**src/rtl/core/chm_pkg.sv**
```systemverilog
// Shared types and constants of the chained hash map unit.
// No dependencies; every other file in rtl/core except chm_ram imports this package.
package chm_pkg;

    localparam int MAX_BUCKETS   = 1024;
    localparam int POOL_NODES    = 1024;
    localparam int KEY_W         = 63;
    localparam int VAL_W         = 32;
    localparam int BCNT_W        = 11;
    localparam int BCNT_RESET    = 1024;
    localparam int BKT_W         = $clog2(MAX_BUCKETS);
    localparam int NODE_W        = $clog2(POOL_NODES);
    localparam int LINK_W        = NODE_W + 1;
    localparam int FREE_W        = $clog2(POOL_NODES + 1);
    localparam int DIGIT_W       = 8;
    localparam int KEY_STEPS     = (KEY_W + DIGIT_W - 1) / DIGIT_W;
    localparam int SH_W          = KEY_STEPS * DIGIT_W;
    localparam int STEP_W        = (KEY_STEPS > 1) ? $clog2(KEY_STEPS) : 1;
    localparam int QUEUE_DEPTH   = 2;
    localparam int QPTR_W        = $clog2(QUEUE_DEPTH);
    localparam int QCNT_W        = $clog2(QUEUE_DEPTH + 1);

    typedef logic [1:0] cmd_t;

    localparam cmd_t CMD_LOOKUP = 2'd0;
    localparam cmd_t CMD_INSERT = 2'd1;
    localparam cmd_t CMD_ERASE  = 2'd2;

    typedef struct packed {
        cmd_t                     command;
        logic [KEY_W-1:0]         key;
        logic signed [VAL_W-1:0]  value;
        logic signed [VAL_W-1:0]  miss_value;
        logic [BKT_W-1:0]         bucket;
    } job_t;

    typedef struct packed {
        logic              clearing;
        logic [FREE_W-1:0] free_count;
    } back_stat_t;

endpackage

```
**src/rtl/core/chm_front.sv**
```systemverilog
// Front end: accepts requests and reduces the key to its bucket, one byte per cycle.
// Depends on chm_pkg.
module chm_front
    import chm_pkg::*;
(
    input  logic                    clk,
    input  logic                    rst_n,
    input  logic                    req_valid,
    output logic                    req_stall,
    input  cmd_t                    command,
    input  logic [KEY_W-1:0]        key,
    input  logic signed [VAL_W-1:0] value,
    input  logic signed [VAL_W-1:0] miss_value,
    input  logic [BCNT_W-1:0]       bucket_count,
    input  logic                    clearing,
    input  logic                    q_full,
    output logic                    q_push,
    output job_t                    q_entry
);

    logic                busy_reg, busy_next;
    logic                done_reg, done_next;
    logic [STEP_W-1:0]   step_reg, step_next;
    logic [BCNT_W-1:0]   rem_reg, rem_next;
    logic [SH_W-1:0]     sh_reg, sh_next;
    job_t                job_reg, job_next;
    logic [BCNT_W-1:0]   divisor;
    logic [BCNT_W-1:0]   r;

    always_comb
    begin
        priority if (bucket_count == '0)
        begin
            divisor = BCNT_W'(1);
        end
        else if (bucket_count > BCNT_W'(MAX_BUCKETS))
        begin
            divisor = BCNT_W'(MAX_BUCKETS);
        end
        else
        begin
            divisor = bucket_count;
        end
    end

    // one digit of restoring division: shift in a key bit, subtract if it fits
    always_comb
    begin
        r = rem_reg;
        for (int i = 0; i < DIGIT_W; i++)
        begin
            r = {r[BCNT_W-2:0], sh_reg[SH_W-1-i]};
            if (r >= divisor)
            begin
                r = r - divisor;
            end
        end
    end

    assign req_stall = busy_reg | clearing;
    assign q_push    = busy_reg & done_reg & ~q_full;

    always_comb
    begin
        q_entry        = job_reg;
        q_entry.bucket = rem_reg[BKT_W-1:0];
    end

    always_comb
    begin
        busy_next = busy_reg;
        done_next = done_reg;
        step_next = step_reg;
        rem_next  = rem_reg;
        sh_next   = sh_reg;
        job_next  = job_reg;
        if (!busy_reg)
        begin
            if (req_valid && !req_stall)
            begin
                busy_next           = 1'b1;
                done_next           = 1'b0;
                step_next           = '0;
                rem_next            = '0;
                sh_next             = SH_W'(key);
                job_next.command    = command;
                job_next.key        = key;
                job_next.value      = value;
                job_next.miss_value = miss_value;
                job_next.bucket     = '0;
            end
        end
        else if (!done_reg)
        begin
            rem_next  = r;
            sh_next   = sh_reg << DIGIT_W;
            step_next = step_reg + STEP_W'(1);
            if (step_reg == STEP_W'(KEY_STEPS - 1))
            begin
                done_next = 1'b1;
            end
        end
        else if (q_push)
        begin
            busy_next = 1'b0;
        end
    end

    always_ff @(posedge clk or negedge rst_n)
    begin
        if (!rst_n)
        begin
            busy_reg <= 1'b0;
            done_reg <= 1'b0;
            step_reg <= '0;
        end
        else
        begin
            busy_reg <= busy_next;
            done_reg <= done_next;
            step_reg <= step_next;
        end
    end

    always_ff @(posedge clk)
    begin
        rem_reg <= rem_next;
        sh_reg  <= sh_next;
        job_reg <= job_next;
    end

endmodule

```
**config.mk**
```make
export PLATFORM = sky130hd
export DESIGN_NAME = chm_front
export DESIGN_NICKNAME = d
export VERILOG_FILES = /design/src/rtl/core/chm_pkg.sv /design/src/rtl/core/chm_front.sv
export SDC_FILE = /design/constraint.sdc
export NUM_CORES = 1
export LEC_CHECK = 0
export BUFFER_PORTS_ARGS = -buffer_cell sky130_fd_sc_hd__buf_4
export CORE_ASPECT_RATIO = 1.2
export CORE_MARGIN = 2
export CORE_UTILIZATION = 40
export CTS_CLUSTER_DIAMETER = 150
export CTS_CLUSTER_SIZE = 24
export DETAILED_ROUTE_END_ITERATION = 8
export PLACE_DENSITY = 0.71
export SLEW_MARGIN = 20
export SYNTH_ARGS = -nofsm -noshare
export SYNTH_HDL_FRONTEND = slang
export SYNTH_SLANG_ARGS = --single-unit
export TNS_END_PERCENT = 20
```
**constraint.sdc**
```tcl
create_clock -name clk -period 18 [get_ports clk]
set_input_delay 1.8 -clock clk [delete_from_list [all_inputs] [get_ports clk]]
set_output_delay 1.8 -clock clk [all_outputs]
set_load 0.02 [all_outputs]
```
### Word-level counts from Yosys, hierarchy flattened

Index checks and enable logic that the tools add are counted.
W data, S select, Z words.

* register bits after elaboration: 208
* input port bits: 145
* output and inout port bits: 141
* logic and storage cells: 67

* add/sub/neg operators: 9
* magnitude comparators: 9
* equality and inequality tests: 2
* mux-type cells: 27
* bitwise operators: 5
* reduce and logical (&&, ||, !) cells: 6

Operators by type and width (number)
* $mux W64: 3
* $mux W10: 11
* $ge A11 B11 Y1: 8
* $sub A10 B10 Y10: 8
* $mux W11: 2
* $gt A11 B11 Y1 const B: 1
* $logic_not A11 Y1: 1
* $mux W3: 3
* $mux W1: 8
* $reduce_and A2 Y1: 2
* $add A3 B1 Y3 const B: 1
* $eq A3 B3 Y1 const B: 1
* $and A1 B1 Y1: 2
* $ne A2 B2 Y1 const B: 1
* $not A1 Y1: 2
* $reduce_bool A2 Y1: 1
* $logic_and A1 B1 Y1: 1
* $logic_not A1 Y1: 1
* $or A1 B1 Y1: 1

### Longest topological paths before layout

* word-level depth: 21
* gate-level depth with buffers: 77
* depth with buffers taken out: 72

### Worst setup path before layout

OpenSTA, ideal clock, no wires.

* path kind: input -> register
* from: in bucket_count[6]
* to: reg rem_reg[2], data pin
* library setup time: 0.256 ns
* arrival time: 16.482 ns
* required time: 17.744 ns
* path slack: 1.262 ns
* cell stages on the path: 71
* buffers on the path: 4
* cell sequence: nor4_1 > a31oi_1 > nor2_1 > ha_1 > inv_1 > fa_1 > a21o_1 > a21oi_1 > o21ai_0 > a21oi_1 > o21bai_1 > a21oi_1 > xnor2_1 > mux2_2 > ha_1 > and3_1 > and3_1 > a211o_1 > [35 not listed] > o21a_1 > o31a_1 > o31a_1 > o211a_1 > o21ai_1 > o21ai_1 > mux2i_1 > ha_1 > nor2b_1 > o21ai_0 > a21boi_0 > o211ai_1 > a21boi_0 > o31ai_1 > a21o_1 > clkbuf_1 > mux2i_1 > nor2b_1

* longest elaborated chain between the ends: 21
* elaborated cells between the ends (all ways): 30
* those cells by class: add/sub: 8; order compare: 9; mux: 12; reduce/logical: 1

RTL lines
* start: declaration: line chm_front.sv:14 `input logic [BCNT_W-1:0] bucket_count,`
* $gt A11 B11 Y1: line chm_front.sv:36 `else if (bucket_count > BCNT_W'(MAX_BUCKETS))`
* $mux W11: line chm_front.sv:36
* $mux W11 *: line chm_front.sv:32 `priority if (bucket_count == '0)`
* $sub A10 B10 Y10 or $ge A11 B11 Y1 (tied branches): line chm_front.sv:55, chm_front.sv:53
* $mux W10: line chm_front.sv:53 `if (r >= divisor)`
* $sub A10 B10 Y10 or $ge A11 B11 Y1 (tied branches): line chm_front.sv:55, chm_front.sv:53
* $mux W10: line chm_front.sv:53
* $sub A10 B10 Y10 or $ge A11 B11 Y1 (tied branches): line chm_front.sv:55, chm_front.sv:53
* [5 not listed]
* $sub A10 B10 Y10 or $ge A11 B11 Y1 (tied branches): line chm_front.sv:55, chm_front.sv:53
* $mux W10: line chm_front.sv:53
* $ge A11 B11 Y1 or $sub A10 B10 Y10 (tied branches): line chm_front.sv:53, chm_front.sv:55
* $mux W10: line chm_front.sv:53
* $sub A10 B10 Y10 or $ge A11 B11 Y1 (tied branches): line chm_front.sv:55, chm_front.sv:53
* $mux W10 *: line chm_front.sv:53
* $mux W10 *: line chm_front.sv:93 `else if (!done_reg)`
* $mux W10 *: line chm_front.sv:77 `if (!busy_reg)`
* end signal: assignment: line chm_front.sv:127 `rem_reg <= rem_next;`
* end: declaration: line chm_front.sv:24 `logic [BCNT_W-1:0] rem_reg, rem_next;`

Mark *: on every way between the ends. The rest lies on a longest branch, timed or not. The select of a mux whose other input is x is not followed.
A chain may end at the register's enable or synchronous reset.

### Worst setup path after layout

* from: in bucket_count[2]
* to: reg rem_reg[6], data pin

Same word-level chain as after synthesis.

==> results.tsv <==
metric	value	unit
status	finished clean	
synth warn	0	
Critical Path AT	17150	ps
Cell Rows	68	
Crit. End Element	register	
Die Width	160	um
total congestion overflow	0	
synthesized netlist net count	1203	
H-tree depth	1	
maximum fanout along the worst path	12	
setup total negative slack	0	ps
Hold Path Class	reg -> reg	
unrepaired setup endpoints after global routing	false	
Critical Path Most Common Cell	ha_1	
EDFF count, synth	203	
CTS max path bufs	3	
Netlist cell types	61	
CP Depth	69	
largest net degree at the start of global routing	82	
root buf cell	clkbuf_16	
ANT cells	0	
detailed-route wire length per cell	19.0	um
number of buffers and inverters on the critical path	6	
first-pass GRT wire length	47600	um
antenna violations before repair	0	
layout cells sized above 1	0.331	
critical path's top delay family	compound AO/OA/AOI/OAI gates	
post-route cell area	0.0149	mm2
GP Congestion	0.976	
CP max-delay cell	a211o_2	
Core Util, Final	0.518	
worst hold margin	508	ps
Cells on Worst Hold Path	1	
Worst-Margin Slew	995	ps
ys async rst share	0.0240	
# IOs	286	
worst rel slew slack	0.337	
endpoints failing hold	0	
clk sinks	208	
fin nets	1517	
Die Y-Extent	192	um
Required @ worst endpoint	18320	ps
CP peak stage delay	430	ps
vias	8730	
Syn-to-layout area delta	27.2	%
register area	0.00622	mm2
post-route antenna net violation count	0	
Largest register FFs	129	
post-synthesis sequential area ratio	0.529	
DRC errors left	0	
Max-cap violations	0	
clock skew	10.5	ps
type of origin of the critical path	primary input	
commonest register cell after synthesis	edfxtp_1	
final wirelength	31500	um
drt first-iter violations	424	
cts bufs inserted	12	
vias in the first global route	8967	
Die Footprint	0.0308	mm2
Avg Synthesized Cell Area	12.2	um2
DP HPWL	24700	um
Hold Buf Count CTS	0	
Syn Inst Count	960	
register bit count reported by yosys	208	
Tcrit/Tclk final	0.935	
GR peak layer	met2	
Clock transition at path regs	90	ps
Cell Area, Placed	0.0146	mm2
Final Setup Violations	0	
core area	0.0288	mm2
Peak Freq	0.0594	GHz
FF-to-FF path depth	62	
Synth Cell Area	0.0117	mm2
grt met1 use	0.231	
# fillers	2503	
met2 Usage GRT	0.347	
met3 Usage GRT	0.0529	
Final min period	16840	ps
Post-CTS Setup Bufs	0	
Slew Viols, Final	0	
Multi-input gate area	0.00532	mm2
initial core utilization	0.407	
TritonCTS clock tree	done	
Port Buf Inserts	285	
Worst-Skew Late Latency	460	ps
Pre-Repair DR Iteration Count	5	
Total GRT Usage	0.197	
Vias/cell	5.25	
Setup CP Type	in -> reg	
-- cell usage in the layout (no fill, tap or decap), types with 5 or more instances in the layout --
cell type,instances
a211o_1,5
a211oi_1,7
a21boi_0,8
a21o_1,22
a21oi_1,52
a31oi_1,7
and2_1,7
buf_4,317
clkbuf_16,13
edfxtp_1,203
fa_1,8
ha_1,90
inv_1,50
mux2_2,67
mux2i_1,8
nand2_1,70
nand2b_1,12
nand3_1,10
nand4_1,11
nor2_1,48
nor2b_1,30
nor3_1,14
o211ai_1,5
o21a_1,24
o21ai_0,52
o21bai_1,6
o2bb2ai_1,6
o31ai_1,5
xnor2_1,41
xor2_1,9
-- worst paths after layout --
path / start / endpoint / slack, ps
max: bucket_count[2] / rem_reg[6] / 1160
min: step_reg[0] / step_reg[0] / 510
max reg2reg: rem_reg[7] / rem_reg[6] / 2750
min reg2reg: step_reg[0] / step_reg[0] / 510
max in group asynchronous: rst_n / busy_reg / 16770
min in group asynchronous: rst_n / done_reg / 1110
-- worst register-to-register path, delay by kind of cell, from the launching register on --
kind | cells | cell delay, ps
flops | 1 | 450
mux | 4 | 1430
simple gates | 7 | 1310
buf+inv | 5 | 540
compound gates | 38 | 8680
fa+ha+maj | 8 | 2670
-- metal layers --
metal	wire, um	vias to the layer above
li1	-	4235
met1	12500	4142
met2	15500	285
met3	2310	68
met4	1170	0
met5	0	-
-- stage by stage --
step                      setup slack [ps]  instances
after global placement                 767       1645
after floorplan                       1260        960
final                                 1160       1662
after CTS                              815       1662
after detailed placement               374       1645
after global routing                  64.8       1662
-- area by class of cell --
type,instances,share of cell area
Inverter,52,0.0132
Timing Repair Buffer,317,0.159
Clock buffer,16,0.0225
Clock inverter,1,0.000586
Multi-Input combinational cell,683,0.356
Sequential cell,208,0.417
Tap cell,385,0.0322
-- timing repair --
| action | 4_1_cts | 5_1_grt |
|---|---|---|
| resized for setup | 0 | 8 |
| hold endpoints to repair | 0 | 0 |
| endpoints found under the setup margin | 0 | 10 |
-- logic make-up after synthesis --
kind of cell             count (synthesis)  synth area share
adder cells (fa/ha/maj)                 98             0.109
flip-flops                             208             0.529
AND/OR/NAND/NOR                        218            0.0885
AO/OA/AOI/OAI                          239             0.139
buffers and inverters                   69            0.0222
XOR/XNOR                                50            0.0373
multiplexers                            78            0.0745
-- synthesized netlist by cell type (all sizes together), types with 12 or more instances --
| cell type | count | area [um2] |
|---|---|---|
| a21o | 22 | 165 |
| a21oi | 53 | 265 |
| clkbuf | 16 | 60.1 |
| edfxtp | 203 | 6100 |
| ha | 90 | 1130 |
| inv | 51 | 191 |
| mux2 | 70 | 796 |
| nand2 | 71 | 267 |
| nand2b | 12 | 75.1 |
| nor2 | 48 | 180 |
| nor2b | 30 | 188 |
| nor3 | 14 | 70.1 |
| o21a | 24 | 180 |
| o21ai | 56 | 280 |
| xnor2 | 41 | 359 |
Power is not shown: default switching activity piles up to over one toggle a cycle in this logic, so the estimate is an artifact.
