File: src/rtl/core/chm_pkg.sv
// Shared types and constants of the chained hash map unit.
// No dependencies; every other file in rtl/core except chm_ram imports this package.
package chm_pkg;

    localparam int MAX_BUCKETS   = 1024;
    localparam int POOL_NODES    = 1024;
    localparam int KEY_W         = 63;
    localparam int VAL_W         = 32;
    localparam int BCNT_W        = 11;
    localparam int BCNT_RESET    = 1024;
    localparam int BKT_W         = $clog2(MAX_BUCKETS);
    localparam int NODE_W        = $clog2(POOL_NODES);
    localparam int LINK_W        = NODE_W + 1;
    localparam int FREE_W        = $clog2(POOL_NODES + 1);
    localparam int DIGIT_W       = 8;
    localparam int KEY_STEPS     = (KEY_W + DIGIT_W - 1) / DIGIT_W;
    localparam int SH_W          = KEY_STEPS * DIGIT_W;
    localparam int STEP_W        = (KEY_STEPS > 1) ? $clog2(KEY_STEPS) : 1;
    localparam int QUEUE_DEPTH   = 2;
    localparam int QPTR_W        = $clog2(QUEUE_DEPTH);
    localparam int QCNT_W        = $clog2(QUEUE_DEPTH + 1);

    typedef logic [1:0] cmd_t;

    localparam cmd_t CMD_LOOKUP = 2'd0;
    localparam cmd_t CMD_INSERT = 2'd1;
    localparam cmd_t CMD_ERASE  = 2'd2;

    typedef struct packed {
        cmd_t                     command;
        logic [KEY_W-1:0]         key;
        logic signed [VAL_W-1:0]  value;
        logic signed [VAL_W-1:0]  miss_value;
        logic [BKT_W-1:0]         bucket;
    } job_t;

    typedef struct packed {
        logic              clearing;
        logic [FREE_W-1:0] free_count;
    } back_stat_t;

endpackage

File: src/rtl/core/chm_queue.sv
// Short FIFO of classified requests between the front and back ends.
// Depends on chm_pkg.
module chm_queue
    import chm_pkg::*;
(
    input  logic clk,
    input  logic rst_n,
    input  logic push,
    input  job_t push_entry,
    input  logic pop,
    output job_t head,
    output logic empty,
    output logic full
);

    job_t               slot_reg [QUEUE_DEPTH];
    logic [QPTR_W-1:0]  wr_reg, wr_next;
    logic [QPTR_W-1:0]  rd_reg, rd_next;
    logic [QCNT_W-1:0]  cnt_reg, cnt_next;

    assign empty = (cnt_reg == '0);
    assign full  = (cnt_reg == QCNT_W'(QUEUE_DEPTH));
    assign head  = slot_reg[rd_reg];

    always_comb
    begin
        wr_next  = wr_reg;
        rd_next  = rd_reg;
        cnt_next = cnt_reg;
        if (push)
        begin
            wr_next = (wr_reg == QPTR_W'(QUEUE_DEPTH - 1)) ? '0 : wr_reg + QPTR_W'(1);
        end
        if (pop)
        begin
            rd_next = (rd_reg == QPTR_W'(QUEUE_DEPTH - 1)) ? '0 : rd_reg + QPTR_W'(1);
        end
        if (push && !pop)
        begin
            cnt_next = cnt_reg + QCNT_W'(1);
        end
        else if (pop && !push)
        begin
            cnt_next = cnt_reg - QCNT_W'(1);
        end
    end

    always_ff @(posedge clk or negedge rst_n)
    begin
        if (!rst_n)
        begin
            wr_reg  <= '0;
            rd_reg  <= '0;
            cnt_reg <= '0;
        end
        else
        begin
            wr_reg  <= wr_next;
            rd_reg  <= rd_next;
            cnt_reg <= cnt_next;
        end
    end

    always_ff @(posedge clk)
    begin
        if (push)
        begin
            slot_reg[wr_reg] <= push_entry;
        end
    end

endmodule

File: config.mk
export PLATFORM = sky130hd
export DESIGN_NAME = chm_queue
export DESIGN_NICKNAME = d
export VERILOG_FILES = /design/src/rtl/core/chm_pkg.sv /design/src/rtl/core/chm_queue.sv
export SDC_FILE = /design/constraint.sdc
export NUM_CORES = 1
export LEC_CHECK = 0
export BUFFER_PORTS_ARGS = -buffer_cell sky130_fd_sc_hd__clkbuf_2
export CORE_MARGIN = 2
export CORE_UTILIZATION = 52
export DETAILED_ROUTE_END_ITERATION = 12
export GPL_ROUTABILITY_DRIVEN = 1
export PLACE_DENSITY = 0.79
export SLEW_MARGIN = 20
export SYNTH_ARGS = -nofsm -noshare
export SYNTH_HDL_FRONTEND = slang
export SYNTH_SLANG_ARGS = --single-unit
File: constraint.sdc
create_clock -name clk -period 9.7 [get_ports clk]
set_clock_uncertainty 0.1 [all_clocks]
set_input_delay 0.97 -clock clk [delete_from_list [all_inputs] [get_ports clk]]
set_output_delay 0.97 -clock clk [all_outputs]
set_load 0.005 [all_outputs]
; Word level (Yosys, flattened, before mapping)
; Memory sizes are Yosys's and may differ from the RTL's.
; Index checks and enable logic that the tools add are counted.
[word_totals]
word_cells = 21
in_bits = 143
n_memories = 1
out_inout_bits = 141
regBits = 4
mem_bits_rw = 278
[memory_table]
columns = name, words, width, rd, rd_clocked_by_memory_dff, wr, line
row1 = slot_reg, 2, 139, 1, 0, 1, chm_queue.sv:16  ; job_t slot_reg [QUEUE_DEPTH];
[classes]
n_addsub = 4
reduce_logical = 6
muxes = 6
eq_ne = 1
[op_table]
columns = op, count
row1 = $mux 1, 4
row2 = $mux 2, 2
row3 = $add 1x1->1 const B, 2
row4 = $add 2x1->2 const B, 1
row5 = $eq 2x2->1 const B, 1
row6 = $logic_and 1x1->1, 2
row7 = $logic_not 1->1, 2
row8 = $logic_not 2->1, 1
row9 = $reduce_bool 2->1, 1
row10 = $sub 2x1->2 const B, 1

; Longest topological paths before layout
; Gate-level depths: netlist (run 1).
[logic_depth]
depth_word = 4
depth_mapped = 5
ltp_nobuf = 5

; Worst setup path before layout (run 1)
; OpenSTA, ideal clock, no wires.
[synth_timing]
path_kind = in2reg
startpoint = input port push
endpoint = memory slot_reg[0][0] in the netlist's numbering (enable)
slack_ns = 1.956
t_required_ns = 8.944
path_stages = 1
setup_time_ns = 0.656
n_path_buf = 0
t_arrival_ns = 6.988
path_cell_list = nor2b_1
[synth_via]
elab_chain_len = 2
[synth_rtl]
columns = item, line
row1 = from (decl), chm_queue.sv:8  ; input logic push,
row2 = $mux 1, chm_queue.sv:66  ; if (push)
row3 = $mux 1 (not written as such), chm_queue.sv:68  ; slot_reg[wr_reg] <= push_entry;
row4 = to (decl), chm_queue.sv:16
; No other way between the ends.

==> impl_metrics.ini, run 1 <==
[final_layout]
drive_above_1_share_pct = 61.6
final_util_pct = 65.8
design_area_sq_um = 13300
nFillCells = 1378
register_area_sq_um = 8450
diodes = 0
largest_register_ff_count = 278
fin_cells = 1044
multi_input_area_sq_um = 2030
fin_nets = 897
syn_to_final_growth_pct = 24.8

[synth]
synth_seq_cells = 282
synthCells = 449
syn_avg_cell_area_sq_um = 23.7
yosysUniqueCellTypes = 14
ys_seq_area_share_pct = 79.4
synth.area.mux_share_pct = 18.2
synth-xor-area-share_pct = 0.412
synth-simple-area-share_pct = 0.247
synth_adder_area_share_pct = 0.118
synth_warnings = 0
synth_compound_gate_area_share_pct = 0
synth_fp_nets = 593
synth_area_sq_um = 10600
synth_top_family_by_area = multiplexers

[power_and_ir_drop]
vdd_drop_max_uv = 216
leakagePower_nw = 5.37
p_per_area_nw_per_um2 = 293
total_power_mw = 3.89

[sta]
setup_viol = 0
maxSlewHeadroom_pct = 34.9
fin_crit_ns = 3.62
hold_viol = 0
fin_tns_setup_ns = 0
tightest_slew_ns = 0.976
finalCritPeriodShare_pct = 37.3
rsz0062_at_grt = false
setup_ws_ns = 6.08
hold_slack_ns = 0.146
drv_slew = 0
fmax_ghz = 0.276

[placed_design]
place_ws_ns = 5.87
place_area_sq_um = 12300
place.gp.congestion = 0.741
dp_hpwl_um = 13400
numPlacedInstances = 991
portBuffers = 283

[routing]
highest_layer = met4
drt_iter0_drc = 297
met1_length_um = 7580
vias = 5314
wl_met3_um = 1460
ant_nets = 0
wl_met2_um = 10400
via_per_inst = 5.09
avgRoutedWirePerCell_um = 19.1
routed_wirelength_um = 19900
first_pass_iters = 4
drc = 0

[floorplan]
initial_utilization_pct = 52.7
die_y_um = 147
num_rows = 52
die_area_sq_um = 21600
die_x_um = 147
core_sq_um = 20200
ios = 284

[cts]
holdBufCountCts = 0
htree_levels = 1
clock-root-buffer = clkbuf_16
cts_setup_buffers = 0
cts_tree = built
clock_path_buffers = 3
clk_pin_slew_worst_paths_ns = 0.06
postCtsResizedCells = 0
cts_buffers = 29
numClockSinks = 282
insertion_delay_ns = 0.52

[worst_setup_path]
arrival_ns = 2.55
crit_type = reg2out
endpoint_kind = output pin
cp-start-kind = register
cp.required_ns = 8.63
crit_fanout = 59

[global_route]
grt_pass1_vias = 5639
grt.total_usage_pct = 17.8
overflow = 0
grt_antenna_before_repair = 0
grt_max_degree = 81
grt_pass1_wl_um = 29900

[run_status]
status = finished, final reports clean

[flow_run]
maxCapViolations = 0

[hold_path]
hold_path.class = in2async
where the power goes:
group	switching, mW	internal (mW)	leakage (nW)
Sequential	0.0807	1.62	2.65
Clock	0.429	0.676	0.477
Combinational	0.505	0.578	2.24
Total	1.01	2.87	5.37
worst max-delay path, cell delays in order (launching register included):
cell	delay [ns]
dfrtp_4	0.62
buf_4	0.78
mux2_2	0.44
clkbuf_2	0.12
synth_stat cells (all sizes together):
cell | number | area (sq um)
buf | 16 | 159
nor2 | 2 | 7.51
xor2 | 4 | 35.0
ha | 1 | 12.5
inv | 1 | 3.75
nor2b | 2 | 12.5
and2 | 1 | 6.26
edfxtp | 278 | 8350
dfrtp | 4 | 100
mux2 | 139 | 1940
xnor2 | 1 | 8.76
final cells by class:
type                            instances  share of cell area, %
Sequential cell                       282                   63.7
Clock inverter                         22                   1.79
Inverter                                1                 0.0283
Tap cell                              270                   2.55
Timing Repair Buffer                  289                   11.1
Multi-Input combinational cell        150                   15.3
Clock buffer                           30                   5.50
logic make-up after synthesis:
family | after synthesis
multiplexers | 139
flip-flops | 282
adder cells (fa/ha/maj) | 1
buffers and inverters | 17
XOR/XNOR | 5
AND/OR/NAND/NOR | 5
final timing paths:
path / startpoint / to / slack, ns / cells after the start
max in group asynchronous: rst_n / rd_reg / 9.21 / 1
min: rst_n / wr_reg / 0.15 / 1
min reg2reg: wr_reg / wr_reg / 0.45 / 1
max: rd_reg / head[127] / 6.08 / 3
min in group clk: wr_reg / wr_reg / 0.45 / 1
max reg2reg: wr_reg / slot_reg[0][88] / 6.69 / 3
cell usage in the layout (no fill, tap or decap), drive strengths merged:
master    Yosys  layout
and2          1       1
buf          16       6
bufinv        0       5
clkbuf        0     313
clkinv        0      14
clkinvlp      0       2
dfrtp         4       4
edfxtp      278     278
ha            1       1
inv           1       2
mux2        139     139
nor2          2       2
nor2b         2       2
xnor2         1       1
xor2          4       4
layer usage:
layer	track usage [%]	vias up
met5	0	-
met4	5.91	0
met3	4.63	40
met2	32.0	240
met1	21.1	2637
li1	-	2397
Note: power is estimated with default switching activity, not from simulation.
==> run 2: changes to the inputs <==
Settings changed: ABC_AREA from default to 1, CORE_UTILIZATION 52 to 47, PLACE_DENSITY 0.79 to 0.75.
Clock period 9.7 ns to 2.9 ns, I/O delays scaled along.
==> run 2 against run 1 <==
Via count grew 10%; largest power group unchanged; sequential share of layout area fell by 6.3 points; global-route usage rose by 0.15 points; synthesized cell count up 2.0%; largest cell class unchanged; register-to-register slack lost 5.3 ns.
==> impl_metrics.ini, run 2 <==
[placed_design]
place_ws_ns = 0.803
place_area_sq_um = 12400
portBuffers = 283
place.gp.congestion = 0.755
dp_hpwl_um = 12700
numPlacedInstances = 1019

[floorplan]
die_x_um = 155
die_area_sq_um = 23900
core_sq_um = 22400
initial_utilization_pct = 47.5
die_y_um = 155
num_rows = 55
ios = 284

[cts]
cts_tree = built
holdBufCountCts = 143
clock-root-buffer = clkbuf_16
htree_levels = 1
clock_path_buffers = 3
numClockSinks = 282
postCtsResizedCells = 0
cts_setup_buffers = 0
cts_buffers = 29
insertion_delay_ns = 0.54
clk_pin_slew_worst_paths_ns = 0.06

[sta]
hold_viol = 0
fmax_ghz = 0.382
hold_slack_ns = 0.380
drv_slew = 0
maxSlewHeadroom_pct = 60.6
fin_crit_ns = 2.62
fin_tns_setup_ns = 0
finalCritPeriodShare_pct = 90.3
setup_ws_ns = 0.282
tightest_slew_ns = 0.590
rsz0062_at_grt = false
setup_viol = 0

[synth]
synth_area_leader_cell = edfxtp_1
async_flop_share_pct = 1.42
synth_fp_nets = 602
yosysMostFrequentCell = edfxtp_1
yosysUniqueCellTypes = 15
ys_seq_area_share_pct = 79.3
synthCells = 458
synth.area.top_cells = edfxtp_1 (78%), mux2_4 (14%), mux2_2 (4.1%), buf_6 (1.2%), dfrtp_1 (0.94%)
synth-edff-count = 278
synth_area_sq_um = 10700
synth-main-ff-cell = edfxtp_1
synth_top_area_share_pct = 78.4
synth_seq_cells = 282
synth_warnings = 0
syn_avg_cell_area_sq_um = 23.3
synthTopCellsByCount = edfxtp_1 (278), mux2_4 (100), mux2_2 (39), buf_6 (11), inv_1 (7)

[routing]
first_pass_iters = 4
ant_nets = 0
drc = 0
routed_wirelength_um = 22300
wl_met2_um = 11800
avgRoutedWirePerCell_um = 18.4
vias = 5855
drt_iter0_drc = 326
via_per_inst = 4.83
met1_length_um = 8470
wl_met3_um = 1320
highest_layer = met4

[final_layout]
fin_nets = 1052
layout_common_cells = clkbuf_2 (283), edfxtp_1 (278), dlygate4sd3_1 (143)
fin_cells = 1212
syn_to_final_growth_pct = 38.2
final_common_cell = clkbuf_2
drive_above_1_share_pct = 50.4
design_area_sq_um = 14700
largest_register_ff_count = 278

[global_route]
overflow = 0
grt_antenna_before_repair = 1
grt_pass1_vias = 6363
grt.total_usage_pct = 18.0
grt_pass1_wl_um = 33500
grt_max_degree = 76

[worst_setup_path]
crit_fanout = 37
cp.required_ns = 2.51
worstReg2RegStart = wr_reg
cp-start-kind = register
arrival_ns = 2.23
crit_type = reg2out
critPathLaunch = rd_reg
endpoint_kind = output pin

[power_and_ir_drop]
p_per_area_nw_per_um2 = 881
vdd_drop_max_uv = 607
leakagePower_nw = 5.95

[hold_path]
hold_path.class = in2reg
hp-start = push_entry[2]

[run_status]
status = finished, final reports clean

[flow_run]
maxCapViolations = 0
run 2: cell count changes after synthesis, sizes merged, moves of 2 or more:
cell,previous run,this run
nand2,0,5
nor2b,2,0
inv,1,7
xor2,4,2
run 2: cells by family after synthesis:
group | Yosys count | synth area share, %
xor gates and xnor gates | 3 | 0.247
adders and majority gates | 1 | 0.117
and+or+nand+nor | 10 | 0.388
DFF | 282 | 79.3
muxes | 139 | 18.2
buffers and inverters | 23 | 1.74
run 2: metrics by stage:
stage / util [%] / power (mW)
detailed placement: 55.4 / 9.50
floorplan: - / 8.16
finish: 65.6 / 13.0
global placement: 55.4 / 9.41
global route: 65.6 / 13.5
CTS: 65.6 / 13.1
run 2: report_power, final:
part           internal [mW]  switching [mW]
registers               5.41           0.325
clock network           2.00            1.40
logic                   2.11            1.71
total                   9.53            3.44
run 2: final cells by class:
| cell class | instances | area (sq um) |
|---|---|---|
| Fill cell | 1500 | 7710 |
| Antenna cell | 1 | 2.50 |
| Tap cell | 285 | 357 |
| Clock buffer | 41 | 771 |
| Clock inverter | 8 | 87.6 |
| Multi-Input combinational cell | 153 | 2030 |
| Inverter | 7 | 30.0 |
| Timing Repair Buffer | 435 | 2990 |
| Sequential cell | 282 | 8450 |
run 2: worst max-delay path, stage by stage, from the launching register on:
cell and delay, ns:
dfrtp_4 0.81, buf_12 0.35, mux2_2 0.38, clkbuf_2 0.11
run 2: path summary, 6_finish.rpt:
check	endpoint	slack, ns	cells past startpoint
worst max-delay path	head[120]	0.28	3
worst min-delay path	slot_reg[1][2]	0.38	2
worst max register to register	slot_reg[1][94]	1.38	3
worst min register to register	cnt_reg[1]	0.41	2
max in group asynchronous	rd_reg	1.91	3
min in group asynchronous	wr_reg	0.59	3
run 2: metal layers:
metal / GRT usage (%) / vias to the layer above
li1: - / 2712
met1: 20.4 / 2860
met2: 33.6 / 232
met3: 4.06 / 51
met4: 5.86 / 0
met5: 0 / -
==> run 3: changes to the inputs <==
Settings changed: ABC_AREA 1 to default.
==> run 3 against run 2 <==
Sequential share of layout area fell by 0.11 points; highest routed layer unchanged; core utilization grew 0.12 points; via count fell by 0.68%; count of clock-buffer cells in the layout shrank 6; setup slack gained 0.24 ns; largest cell class unchanged; clock power grew 5%; maximum frequency rose by 9.9%.
==> impl_metrics.ini, run 3 (synthesis gave the netlist of run 1 again) <==
[hold_path]
hold_path.class = in2async

[routing]
routed_wirelength_um = 21300
first_pass_iters = 4
vias = 5815
drt_iter0_drc = 208
drc = 0
ant_nets = 0
via_per_inst = 4.84
avgRoutedWirePerCell_um = 17.7

[flow_run]
maxCapViolations = 0

[worst_setup_path]
cp_cell_sequence = buf_4 -> mux2_4 -> clkbuf_2
slowest_delay_ns = 0.54
arrival_ns = 1.99
cp.required_ns = 2.51
cp_top_family = buffers and inverters
reg2regPathDepth = 2
crit_type = reg2out
path_buf_inv = 2
cp-start-kind = register
crit_fanout = 36
worstReg2RegStart = wr_reg
cp_slowest_cell = buf_4
reg2reg_to = slot_reg[1][44]
reg2reg_slack_ns = 1.17
endpoint_kind = output pin

[cts]
postCtsResizedCells = 0
numClockSinks = 282
htree_levels = 1
insertion_delay_ns = 0.52
clock-root-buffer = clkbuf_16
clock_path_buffers = 3
cts_buffers = 28
clk_pin_slew_worst_paths_ns = 0.06
cts_tree = built

[placed_design]
place.gp.congestion = 0.749
place_area_sq_um = 12400
dp_hpwl_um = 13300
portBuffers = 283
place_ws_ns = 1.05

[power_and_ir_drop]
p_clk_share_pct = 27.3
intPower_mw = 9.69
power_frac_comb_pct = 29.6
leakagePower_nw = 5.97
p_sw_mw = 3.38
p_per_area_nw_per_um2 = 886
vdd_drop_max_uv = 569
pwr-share-seq_pct = 43.1
p_sw_share_pct = 25.9

[sta]
finalCritPeriodShare_pct = 82.1
tightest_slew_ns = 0.629
fin_tns_setup_ns = 0
fmax_ghz = 0.420
hold_viol = 0
setup_ws_ns = 0.518
maxSlewHeadroom_pct = 58.1
drv_slew = 0
fin_crit_ns = 2.38
setup_viol = 0
rsz0062_at_grt = false

[floorplan]
die_y_um = 154
die_x_um = 154
initial_utilization_pct = 47.4
ios = 284
die_area_sq_um = 23800
num_rows = 55
core_sq_um = 22400

[final_layout]
multi_input_area_sq_um = 2030
layout_common_cells = clkbuf_2 (283), edfxtp_1 (278), dlygate4sd3_1 (142)
fin_nets = 1039
drive_above_1_share_pct = 51.9
register_area_sq_um = 8450
syn_to_final_growth_pct = 38.7
design_area_sq_um = 14700
final_util_pct = 65.7
final_common_cell = clkbuf_2
nFillCells = 1437
largest_register_ff_count = 278

[global_route]
grt_max_degree = 77
overflow = 0
grt_pass1_vias = 6406
grt_pass1_wl_um = 32200
grt_antenna_before_repair = 1
grt.total_usage_pct = 17.1

[run_status]
status = finished, final reports clean
run 3: cell types whose count changed in the layout (fill, tap and decap cells not counted), moves of 2 or more:
cell      delta
clkinv_2     +6
inv_1        -5
clkbuf_1    -10
xor2_1       +2
buf_4        -2
clkbuf_8     +4
nand2_1      -4
run 3: final cells by class:
type	instances	area share (%)
Clock buffer	35	5.34
Inverter	1	0.0255
Antenna cell	1	0.0170
Multi-Input combinational cell	150	13.8
Tap cell	285	2.42
Sequential cell	282	57.3
Clock inverter	15	0.993
Timing Repair Buffer	432	20.1
run 3: routing by layer:
| metal | track usage (%) | vias to the layer above | part of all wire, % |
|---|---|---|---|
| met5 | 0 | - | 0 |
| met4 | 5.64 | 0 | 3.1 |
| met3 | 4.03 | 51 | 6.4 |
| met2 | 31.2 | 234 | 52 |
| met1 | 19.8 | 2856 | 38 |
| li1 | - | 2674 | - |
run 3: per-stage QoR:
stage	total power [mW]	hold slack [ns]	cells
after floorplan	8.14	-0.106	449
after global placement	9.34	0.0334	1008
after detailed placement	9.47	0.0395	1008
after CTS	13.2	0.0260	1200
after global routing	13.6	0.0416	1201
final	13.1	0.0607	1201
run 3: what timing repair did:
item                      CTS  global route
hold buffers              142             0
hold endpoints to repair  284             0
buffers inserted            0             0
run 3: power groups by stage:
stage	Clock [mW]	Sequential (mW)	Combinational, mW
floorplan	0	5.67	2.47
global placement	0	5.67	3.67
detailed placement	0	5.72	3.75
CTS	3.66	5.63	3.91
global route	3.81	5.68	4.15
finish	3.57	5.63	3.87
run 3: worst max-delay path by stage:
stage                     cells after the start    from        endpoint  slack, ns
final                                         3  rd_reg        head[14]       0.52
after global routing                          3  rd_reg        head[75]       0.45
after CTS                                     3  rd_reg        head[14]       0.48
after detailed placement                      3  rd_reg        head[14]       1.05
after global placement                        3  rd_reg        head[93]       1.12
after floorplan                               1  wr_reg  slot_reg[0][0]      -0.11
run 3: worst reg2reg max path, delay by kind of cell (launching register included):
family | cells | cell delay [ns]
buffers and inverters | 1 | 0.35
DFF | 1 | 0.43
and+or+nand+nor | 1 | 0.46
